### src/hdl/frma_pkg.sv
// ----------------------------------------------------------------------------
// Frame rate meter package
// Shared widths, constants and the sequencer state type of the moving-average
// frame rate meter.
// ----------------------------------------------------------------------------
package frma_pkg;

    // Field widths of the input and result streams.
    localparam int TIME_W      = 32;
    localparam int FPS_W       = 23;
    localparam int TDATA_OUT_W = 24;

    // Default averaging window, in frames.
    localparam int WINDOW_DEFAULT = 30;

    // 1000 ms per second scaled by 256 for eight fraction bits.
    localparam int          SCALE_W  = 18;
    localparam logic [17:0] SCALE_Q8 = 18'd256000;

    // Largest reportable rate.
    localparam logic [FPS_W-1:0] FPS_MAX = {FPS_W{1'b1}};

    // Request kinds carried on the input tuser.
    localparam logic KIND_RESTART = 1'b0;
    localparam logic KIND_FRAME   = 1'b1;

    // Sequencer states, one-hot.
    typedef enum logic [5:0] {
        ST_IDLE = 6'b000001,
        ST_SUB  = 6'b000010,
        ST_ADD  = 6'b000100,
        ST_MUL  = 6'b001000,
        ST_DIV  = 6'b010000,
        ST_DONE = 6'b100000
    } state_t;

endpackage

### src/hdl/frame_rate_moving_average_core.sv
// ----------------------------------------------------------------------------
// Moving-average frame rate meter
// Keeps the last WINDOW frame intervals in a small ring memory and reports
// frames per second as floor(256000 * count / sum) in unsigned Q15.8.
// ----------------------------------------------------------------------------
// Each request carries a millisecond timestamp on s_tdata and a kind on
// s_tuser (0 restarts the measurement, 1 marks a shown frame). Every request
// produces exactly one result. The block works on one request at a time and
// holds s_tready low while it does. A restart goes straight from acceptance
// to ST_DONE, which loads the output register. A frame request steps through
// dropping the oldest interval, adding the new interval and forming the
// numerator, then a restoring divider that produces one quotient bit per
// cycle, and last the load of the output register; a zero interval sum skips
// the divider and reports the largest rate with m_tuser set. s_tready returns
// in the cycle after the result is loaded, so no new request is taken before
// the last one is through. A result that still waits on m_tready holds the
// next request in its final cycle. The next request is taken as soon as the
// block is idle, even while an earlier result still waits on m_tready. No
// clearing pass is needed after reset; the ring is read only at entries
// written since the last reset or restart.
module frame_rate_moving_average_core #(
    parameter int WINDOW = frma_pkg::WINDOW_DEFAULT
) (
    input  logic                                aclk,
    input  logic                                aresetn,
    // Input stream.
    input  logic                                s_tvalid,
    output logic                                s_tready,
    input  logic [frma_pkg::TIME_W-1:0]         s_tdata,   // [31:0] time_ms
    input  logic [0:0]                          s_tuser,   // [0] kind
    // Result stream.
    output logic                                m_tvalid,
    input  logic                                m_tready,
    output logic [frma_pkg::TDATA_OUT_W-1:0]    m_tdata,   // [22:0] fps_q8, [23] zero fill
    output logic [0:0]                          m_tuser    // [0] zero_interval
);
    import frma_pkg::*;

    // Derived widths.
    localparam int POS_W  = (WINDOW > 1) ? $clog2(WINDOW) : 1;
    localparam int CNT_W  = $clog2(WINDOW + 1);
    localparam int SUM_W  = TIME_W + $clog2(WINDOW);
    localparam int NUM_W  = SCALE_W + CNT_W;
    localparam int DIV_W  = (NUM_W > FPS_W + 1) ? NUM_W : FPS_W + 1;
    localparam int STEP_W = $clog2(DIV_W);

    // Ring of intervals.
    logic [TIME_W-1:0] ring_mem [WINDOW];
    logic [TIME_W-1:0] rd_data_reg;

    state_t             state_reg, state_next;
    logic [SUM_W-1:0]   sum_reg, sum_next;
    logic [POS_W-1:0]   pos_reg, pos_next;
    logic [CNT_W-1:0]   count_reg, count_next;
    logic [TIME_W-1:0]  prev_reg, prev_next;
    logic [TIME_W-1:0]  delta_reg, delta_next;
    logic [DIV_W-1:0]   quot_reg, quot_next;
    logic [SUM_W-1:0]   rem_reg, rem_next;
    logic [STEP_W-1:0]  step_reg, step_next;
    logic               zero_reg, zero_next;
    logic               out_valid_reg, out_valid_next;
    logic [FPS_W-1:0]   out_fps_reg, out_fps_next;
    logic               out_zero_reg, out_zero_next;

    logic               s_accept;
    logic               window_full;
    logic               ring_write;
    logic [SUM_W:0]     trial;
    logic               trial_ge;

    assign s_accept    = s_tvalid && s_tready;
    assign s_tready    = (state_reg == ST_IDLE);
    assign window_full = (count_reg == CNT_W'(WINDOW));
    assign ring_write  = (state_reg == ST_ADD);

    // Divider step: bring down the next numerator bit and try a subtract.
    assign trial    = {rem_reg, quot_reg[DIV_W-1]};
    assign trial_ge = (trial >= {1'b0, sum_reg});

    // Ring memory with a registered read at the current position.
    always_ff @(posedge aclk) begin
        if (ring_write) begin
            ring_mem[pos_reg] <= delta_reg;
        end
        rd_data_reg <= ring_mem[pos_reg];
    end

    // Sequencer and datapath next-state logic.
    always_comb begin
        state_next     = state_reg;
        sum_next       = sum_reg;
        pos_next       = pos_reg;
        count_next     = count_reg;
        prev_next      = prev_reg;
        delta_next     = delta_reg;
        quot_next      = quot_reg;
        rem_next       = rem_reg;
        step_next      = step_reg;
        zero_next      = zero_reg;
        out_valid_next = out_valid_reg;
        out_fps_next   = out_fps_reg;
        out_zero_next  = out_zero_reg;

        // The consumer takes the waiting result.
        if (out_valid_reg && m_tready) begin
            out_valid_next = 1'b0;
        end

        unique case (state_reg)
            ST_IDLE: begin
                if (s_accept) begin
                    prev_next = s_tdata;
                    if (s_tuser[0] == KIND_RESTART) begin
                        sum_next   = '0;
                        pos_next   = '0;
                        count_next = '0;
                        quot_next  = '0;
                        zero_next  = 1'b0;
                        state_next = ST_DONE;
                    end else begin
                        delta_next = s_tdata - prev_reg;
                        state_next = ST_SUB;
                    end
                end
            end
            ST_SUB: begin
                // Drop the oldest interval once the window is full.
                if (window_full) begin
                    sum_next = sum_reg - SUM_W'(rd_data_reg);
                end else begin
                    count_next = count_reg + CNT_W'(1);
                end
                state_next = ST_ADD;
            end
            ST_ADD: begin
                // The new interval goes into the ring at this position.
                sum_next   = sum_reg + SUM_W'(delta_reg);
                pos_next   = (pos_reg == POS_W'(WINDOW - 1)) ? '0 : pos_reg + POS_W'(1);
                state_next = ST_MUL;
            end
            ST_MUL: begin
                if (sum_reg == '0) begin
                    quot_next  = DIV_W'(FPS_MAX);
                    zero_next  = 1'b1;
                    state_next = ST_DONE;
                end else begin
                    quot_next  = DIV_W'(SCALE_Q8) * DIV_W'(count_reg);
                    rem_next   = '0;
                    step_next  = STEP_W'(DIV_W - 1);
                    zero_next  = 1'b0;
                    state_next = ST_DIV;
                end
            end
            ST_DIV: begin
                // One quotient bit per cycle, shifted in behind the numerator.
                if (trial_ge) begin
                    rem_next = SUM_W'(trial - {1'b0, sum_reg});
                end else begin
                    rem_next = trial[SUM_W-1:0];
                end
                quot_next = {quot_reg[DIV_W-2:0], trial_ge};
                step_next = step_reg - STEP_W'(1);
                if (step_reg == '0) begin
                    state_next = ST_DONE;
                end
            end
            ST_DONE: begin
                // Load the output register once it is free.
                if (!out_valid_reg || m_tready) begin
                    out_valid_next = 1'b1;
                    out_zero_next  = zero_reg;
                    if (quot_reg > DIV_W'(FPS_MAX)) begin
                        out_fps_next = FPS_MAX;
                    end else begin
                        out_fps_next = quot_reg[FPS_W-1:0];
                    end
                    state_next = ST_IDLE;
                end
            end
            default: begin
                state_next = ST_IDLE;
            end
        endcase
    end

    // Control registers.
    always_ff @(posedge aclk) begin
        if (!aresetn) begin
            state_reg     <= ST_IDLE;
            sum_reg       <= '0;
            pos_reg       <= '0;
            count_reg     <= '0;
            prev_reg      <= '0;
            out_valid_reg <= 1'b0;
        end else begin
            state_reg     <= state_next;
            sum_reg       <= sum_next;
            pos_reg       <= pos_next;
            count_reg     <= count_next;
            prev_reg      <= prev_next;
            out_valid_reg <= out_valid_next;
        end
    end

    // Payload registers.
    always_ff @(posedge aclk) begin
        delta_reg    <= delta_next;
        quot_reg     <= quot_next;
        rem_reg      <= rem_next;
        step_reg     <= step_next;
        zero_reg     <= zero_next;
        out_fps_reg  <= out_fps_next;
        out_zero_reg <= out_zero_next;
    end

    assign m_tvalid = out_valid_reg;
    assign m_tdata  = TDATA_OUT_W'(out_fps_reg);
    assign m_tuser  = out_zero_reg;

endmodule
### config.mk
export PLATFORM = sky130hd
export DESIGN_NAME = frame_rate_moving_average_core
export DESIGN_NICKNAME = d
export VERILOG_FILES = /design/src/hdl/frma_pkg.sv /design/src/hdl/frame_rate_moving_average_core.sv
export SDC_FILE = /design/constraint.sdc
export NUM_CORES = 2
export LEC_CHECK = 0
export ABC_AREA = 1
export BUFFER_PORTS_ARGS = -buffer_cell sky130_fd_sc_hd__buf_4
export CORE_AREA = 10 10 263 454
export DETAILED_ROUTE_END_ITERATION = 7
export DIE_AREA = 0 0 273 464
export PLACE_DENSITY = 0.64
export SLEW_MARGIN = 10
export SYNTH_ARGS = -nofsm -noshare
export SYNTH_HDL_FRONTEND = slang
export SYNTH_SLANG_ARGS = --single-unit
### constraint.sdc
create_clock -name aclk -period 9.9 [get_ports aclk]
set_clock_uncertainty 0.2 [all_clocks]
set_input_delay 0 -clock aclk [delete_from_list [all_inputs] [get_ports aclk]]
set_output_delay 0 -clock aclk [all_outputs]
set_load 0.01 [all_outputs]
======== Word level (Yosys, flattened, before mapping) ========
Memory sizes are Yosys's and may differ from the RTL's. A register that Yosys moved wholly into a read port is not among the register bits.
Index checks and enable logic that the tools add are counted.
operators by class
  $add $sub $neg .......................... 7
  $mul .................................... 1
  order comparisons ....................... 2
  eq/ne operators ......................... 15
  muxes and demuxes ....................... 34
  reduce and logical (&&, ||, !) cells .... 22
operator list
  kind                                                                                number
  37-bit two-way mux                                                                  5
  37-bit one-hot mux with 3 select lines                                              1
  37-bit one-hot mux with 2 select lines                                              1
  24-bit one-hot mux with 3 select lines                                              1
  24-bit two-way mux                                                                  2
  38-bit by 37-bit greater-or-equal comparator with 1-bit output                      1
  37-bit by 32-bit adder with 37-bit output                                           1
  37-bit zero test                                                                    1
  37-bit by 32-bit subtractor with 37-bit output                                      1
  37-bit subtractor                                                                   1
  6-bit one-hot mux with 6 select lines                                               1
  32-bit subtractor                                                                   1
  6-bit two-way mux                                                                   5
  5-bit one-hot mux with 2 select lines                                               3
  5-bit two-way mux                                                                   5
  24-bit by 23-bit greater-than comparator with 1-bit output (second input constant)  1
  23-bit two-way mux                                                                  1
  3-bit AND reduction                                                                 5
  7-bit by 5-bit multiplier with 12-bit output (first input constant)                 1
  2-bit inequality test (second input constant)                                       6
  5-bit by 1-bit adder with 5-bit output (second input constant)                      2
  5-bit equality test (second input constant)                                         2
  1-bit two-way mux                                                                   8
  4-bit AND reduction                                                                 2
  16 further kinds                                                                    23
storage, ports and cells
  bits in registers ....................... 209
  RAM bits ................................ 960
  input bits .............................. 37
  output and inout bits ................... 27
  word-level logic and storage cells ...... 95
  memories kept ........................... 1
memory list
  name      words  width  rd ports  clocked after memory_dff  write ports  RTL line                              source
  ring_mem  30     32     1         1                         1            frame_rate_moving_average_core.sv:48  logic [TIME_W-1:0] ring_mem [WINDOW];

======== Logic depth before layout (Yosys ltp) ========
  depth in word-level cells ............... 4
  gate-level depth with buffers ........... 23

======== Worst setup path after synthesis ========
No wires, ideal clock.
  path type ............................... register -> register
  from .................................... register state_reg[2]
  to ...................................... register out_zero_reg (netlist: m_tuser), enable pin
  library setup time ...................... 466 ps
  data arrival time ....................... 2,991 ps
  required time ........................... 9,234 ps
  path slack .............................. 6,243 ps
  cell stages (with the launch flop) ...... 4
  buffers on the path ..................... 0
  cells stage by stage .................... dfxtp_1 > nor2_2 > nand2_1 > nor4_1
on the way
  longest elaborated chain between the ends .. 2
ends and longest elaborated chain
  item                                  RTL line                               source
  start: declaration                    frame_rate_moving_average_core.sv:51   state_t state_reg, state_next;
  start signal: assignment              frame_rate_moving_average_core.sv:196  state_reg <= state_next;
  6-bit equality test                   frame_rate_moving_average_core.sv:109  unique case (state_reg)
  2-bit AND reduction (no source line)  -
  end signal: assignment                frame_rate_moving_average_core.sv:213  out_zero_reg <= out_zero_next;
  end: declaration                      frame_rate_moving_average_core.sv:63   logic out_zero_reg, out_zero_next;
Every way passes these cells.
A chain may end at the register's enable or synchronous reset.

======== Final worst setup path ========
  from .................................... register state_reg[5]
  to ...................................... register sum_reg[19]
on the way
  longest elaborated chain between the ends .. 4
  elaborated cells on any way between the ends .. 10
ends and longest elaborated chain
  item                                                               RTL line                                                                     source
  6-bit by 1-bit equality test with 1-bit output                     frame_rate_moving_average_core.sv:72, frame_rate_moving_average_core.sv:109
  1-bit logical AND                                                  frame_rate_moving_average_core.sv:71                                         assign s_accept = s_tvalid && s_tready;
  2-bit by 1-bit inequality test with 1-bit output (no source line)  -
  4-bit AND reduction (no source line)                               -
  end signal: assignment                                             frame_rate_moving_average_core.sv:197                                        sum_reg <= sum_next;
  end: declaration                                                   frame_rate_moving_average_core.sv:52                                         logic [SUM_W-1:0] sum_reg, sum_next;
Several ways; a longest one is shown, not always the timed one.

==> flow_metrics.py <==
metrics = {
    "clock_network": {
        "ctsHoldBuffers": 104,
        "clkSlewWorstSetupHoldPaths_ns": 0.07,
        "cts_buffer_depth": 3,
        "cts.root.buffer_cell": "clkbuf_16",
        "clock-sinks": 1201,
        "cts_tree": "yes",
        "worstSkewPairLatency_ns": 0.73,
        "cts_resized": 0,
        "post_cts_buffers": 0,
        "htree_levels": 3,
        "cts_made_buffers": 108,
    },
    "floorplanning": {
        "dieArea_sq_um": 127000,
        "start_util_pct": 48.9,
        "die_y_um": 464,
        "core.rowCount": 162,
        "ios": 64,
        "dieWidth_um": 273,
        "core-area_sq_um": 111000,
    },
    "setup_path": {
        "critPathSlowestCell": "inv_2",
        "crit_family": "simple AND/OR/NAND/NOR gates",
        "critPathMaxFanout": 52,
        "crit_required_ns": 10.28,
        "cp.arrival_ns": 5.04,
        "critPathKind": "register to register",
        "path_cells": "nor2_4, nand4_4, inv_2, o21ai_0, ha_1, nand2_1, inv_1, nand2_1, inv_1, a21oi_1, nand3_1, or2_2, nand3_1, a21oi_1",
        "crit_buf_inv": 3,
        "slowest_delay_ns": 0.74,
        "endpoint_kind": "register",
        "cp-start-kind": "register",
    },
    "final_layout": {
        "fillers": 9407,
        "n_antenna_cell": 0,
        "fin_nets": 5473,
        "syn2layout_area_growth_pct": 12.6,
        "largest_reg_flops": 960,
        "seqCellArea_sq_um": 34900,
        "drive_above_1_share_pct": 7.21,
        "final_cell_area_sq_um": 61300,
        "multi_input_area_sq_um": 17400,
    },
    "timing": {
        "hold_viol": 0,
        "holdWs_ns": 0.0970,
        "tns_ns": 0,
        "period_needed_ns": 4.66,
        "worst_pin_slew_ns": 1.26,
        "maxSlewHeadroom_pct": 16.1,
        "setup_slack_ns": 5.24,
        "period_share_pct": 47.1,
        "max_freq_ghz": 0.215,
        "rsz0062_at_grt": "false",
        "slew_viol_final": 0,
        "final-setup-viol-count": 0,
    },
    "yosys": {
        "synth_top_family_by_area": "simple AND/OR/NAND/NOR gates",
        "yosys.area_share.simple_pct": 14.3,
        "syn_avg_cell_area_sq_um": 10.5,
        "syn_area_sq_um": 54400,
        "async_reset_ff_share_pct": 0,
        "yosys.area.top_type": "edfxtp_1",
        "syn_inst": 5173,
        "synth-seq-cells": 1201,
        "synthTopCellsByArea": "edfxtp_1 (60%), nand2_1 (5.7%), nor2_1 (5.5%)",
        "yosys_most_used_dff": "edfxtp_1",
        "yosysUniqueCellTypes": 57,
        "yosysWarnings": 0,
        "synth_adder_area_share_pct": 3.54,
        "synth_mux_area_share_pct": 0.0184,
        "synth_compound_gate_area_share_pct": 12.2,
        "synth_top_area_share_pct": 59.7,
        "synth_edf_count": 1083,
        "seq_area_frac_synth_pct": 64.1,
        "synth_nets": 5356,
        "synth_xor_area_share_pct": 1.27,
    },
    "power": {
        "clock_power_share_pct": 37.0,
        "p_switching_uw": 3190,
        "powerDensity_nw_per_um2": 193,
        "p_seq_share_pct": 48.9,
        "p_int_uw": 8620,
        "p_comb_share_pct": 14.1,
        "netSwitchingFraction_pct": 27.0,
        "power_leakage_uw": 0.0219,
        "peakVddDrop_mv": 0.157,
    },
    "outcome": {
        "outcome": "complete, no violations",
    },
    "global_routing": {
        "grt_first_pass_wirelength_um": 225000,
        "grt_max_degree": 153,
        "antenna_found_initial": 2,
        "overflow": 0,
        "gr-usage-all-layers_pct": 22.9,
        "grt_pass1_vias": 38801,
    },
    "flow_run": {
        "maxCapViolations": 0,
    },
    "detailed_routing": {
        "drtAntennaViolNets": 0,
        "routed_wl_um": 148000,
        "viasPerCell": 5.72,
        "wl_per_cell_um": 21.6,
        "initialDrtViolationCount": 3408,
        "drtPass1Iterations": 5,
        "vias": 39242,
        "drc": 0,
    },
    "placement": {
        "post_dp_cell_area_sq_um": 56600,
        "port-buffer-count": 62,
        "place_hpwl_um": 95300,
        "gp_congestion": 0.979,
        "pre_cts_ws_ns": 5.44,
    },
    "hold_path": {
        "min_path_type": "input port to register",
    },
}
[layer usage]
metal	GRT usage (%)	part of all wire, %	wire length [um]	up-vias
met1	26.1	38	55800	19098
met4	10.4	4.4	6480	0
met2	42.0	53	78300	1353
li1	-	-	-	18450
met3	2.75	5.3	7900	341
met5	0	0	0	-
[cell families (layout without fill, tap and decap cells)]
kind of cell | count (synthesis) | after routing
buffers and inverters | 616 | 827
multiplexers | 1 | 1
AO/OA/AOI/OAI | 1209 | 1209
AND/OR/NAND/NOR | 1920 | 1920
flip-flops | 1201 | 1201
XOR/XNOR | 79 | 79
other | 1 | 1
adder cells (fa/ha/maj) | 146 | 146
[cell usage in the layout (no fill, tap or decap), types with 18 or more instances in the layout]
cell type / count
dlygate4sd3_1: 104
xor2_1: 57
clkbuf_16: 111
nor3_1: 28
clkinv_1: 18
o21ai_0: 589
buf_4: 128
nand4_1: 57
a21oi_1: 275
nand2_1: 830
dfxtp_1: 116
ha_1: 133
a221oi_1: 24
nand3_1: 140
xnor2_1: 22
edfxtp_1: 1083
o22ai_1: 224
inv_1: 377
nor2_1: 770
clkinv_2: 21
nor2_4: 37
[worst reg2reg max path, delay by kind of cell, from the launching register on]
family | cells | cell delay, ns
flip-flops | 1 | 0.37
adder cells (fa/ha/maj) | 1 | 0.36
buffers and inverters | 3 | 0.90
AND/OR/NAND/NOR | 7 | 1.89
AO/OA/AOI/OAI | 3 | 0.81
[path summary, 6_finish.rpt]
path / cells after the start / to / startpoint / slack, ns
hold / removal: 3 / state_reg[0]$_SDFFE_PN1P_ / aresetn / 0.1
setup / recovery: 14 / sum_reg[19]$_SDFFE_PN0P_ / state_reg[5]$_SDFFE_PN0P_ / 5.24
hold reg to reg: 0 / m_tuser$_DFFE_PP_ / zero_reg$_SDFFCE_PN0P_ / 0.24
setup reg to reg: 14 / sum_reg[19]$_SDFFE_PN0P_ / state_reg[5]$_SDFFE_PN0P_ / 5.24
[cell type report]
class	instances	area share [%]
Clock buffer	134	4.79
Clock inverter	70	1.20
Inverter	390	2.41
Multi-Input combinational cell	3356	28.3
Sequential cell	1201	56.9
Tap cell	1476	3.01
Timing Repair Buffer	233	3.30
[Yosys cell counts, types with 31 or more instances]
| cell | number |
|---|---|
| dfxtp_1 | 118 |
| clkbuf_1 | 144 |
| inv_1 | 378 |
| o22ai_1 | 224 |
| buf_2 | 65 |
| xor2_1 | 57 |
| nand3_1 | 140 |
| nand4_1 | 57 |
| nand2_1 | 831 |
| nor2_1 | 804 |
| o21ai_0 | 589 |
| edfxtp_1 | 1083 |
| ha_1 | 133 |
| nor3_1 | 31 |
| a21oi_1 | 276 |
[per-stage QoR]
stage               total power [uW]  util (%)  cells
floorplan                       6970         -   5173
global placement                7470      50.8   6552
detailed placement              7500      50.8   6552
CTS                            11800      55.1   6860
global route                   12200      55.1   6860
finish                         11800      55.1   6860
[power groups by stage]
stage	Sequential [uW]	Clock (uW)	Combinational, uW
4_1_cts	5770	4410	1660
3_3_place_gp	5880	0	1590
6_report	5770	4370	1670
5_1_grt	5780	4600	1850
2_1_floorplan	5890	0	1080
3_5_place_dp	5880	0	1610
(Power assumes the default switching activity.)
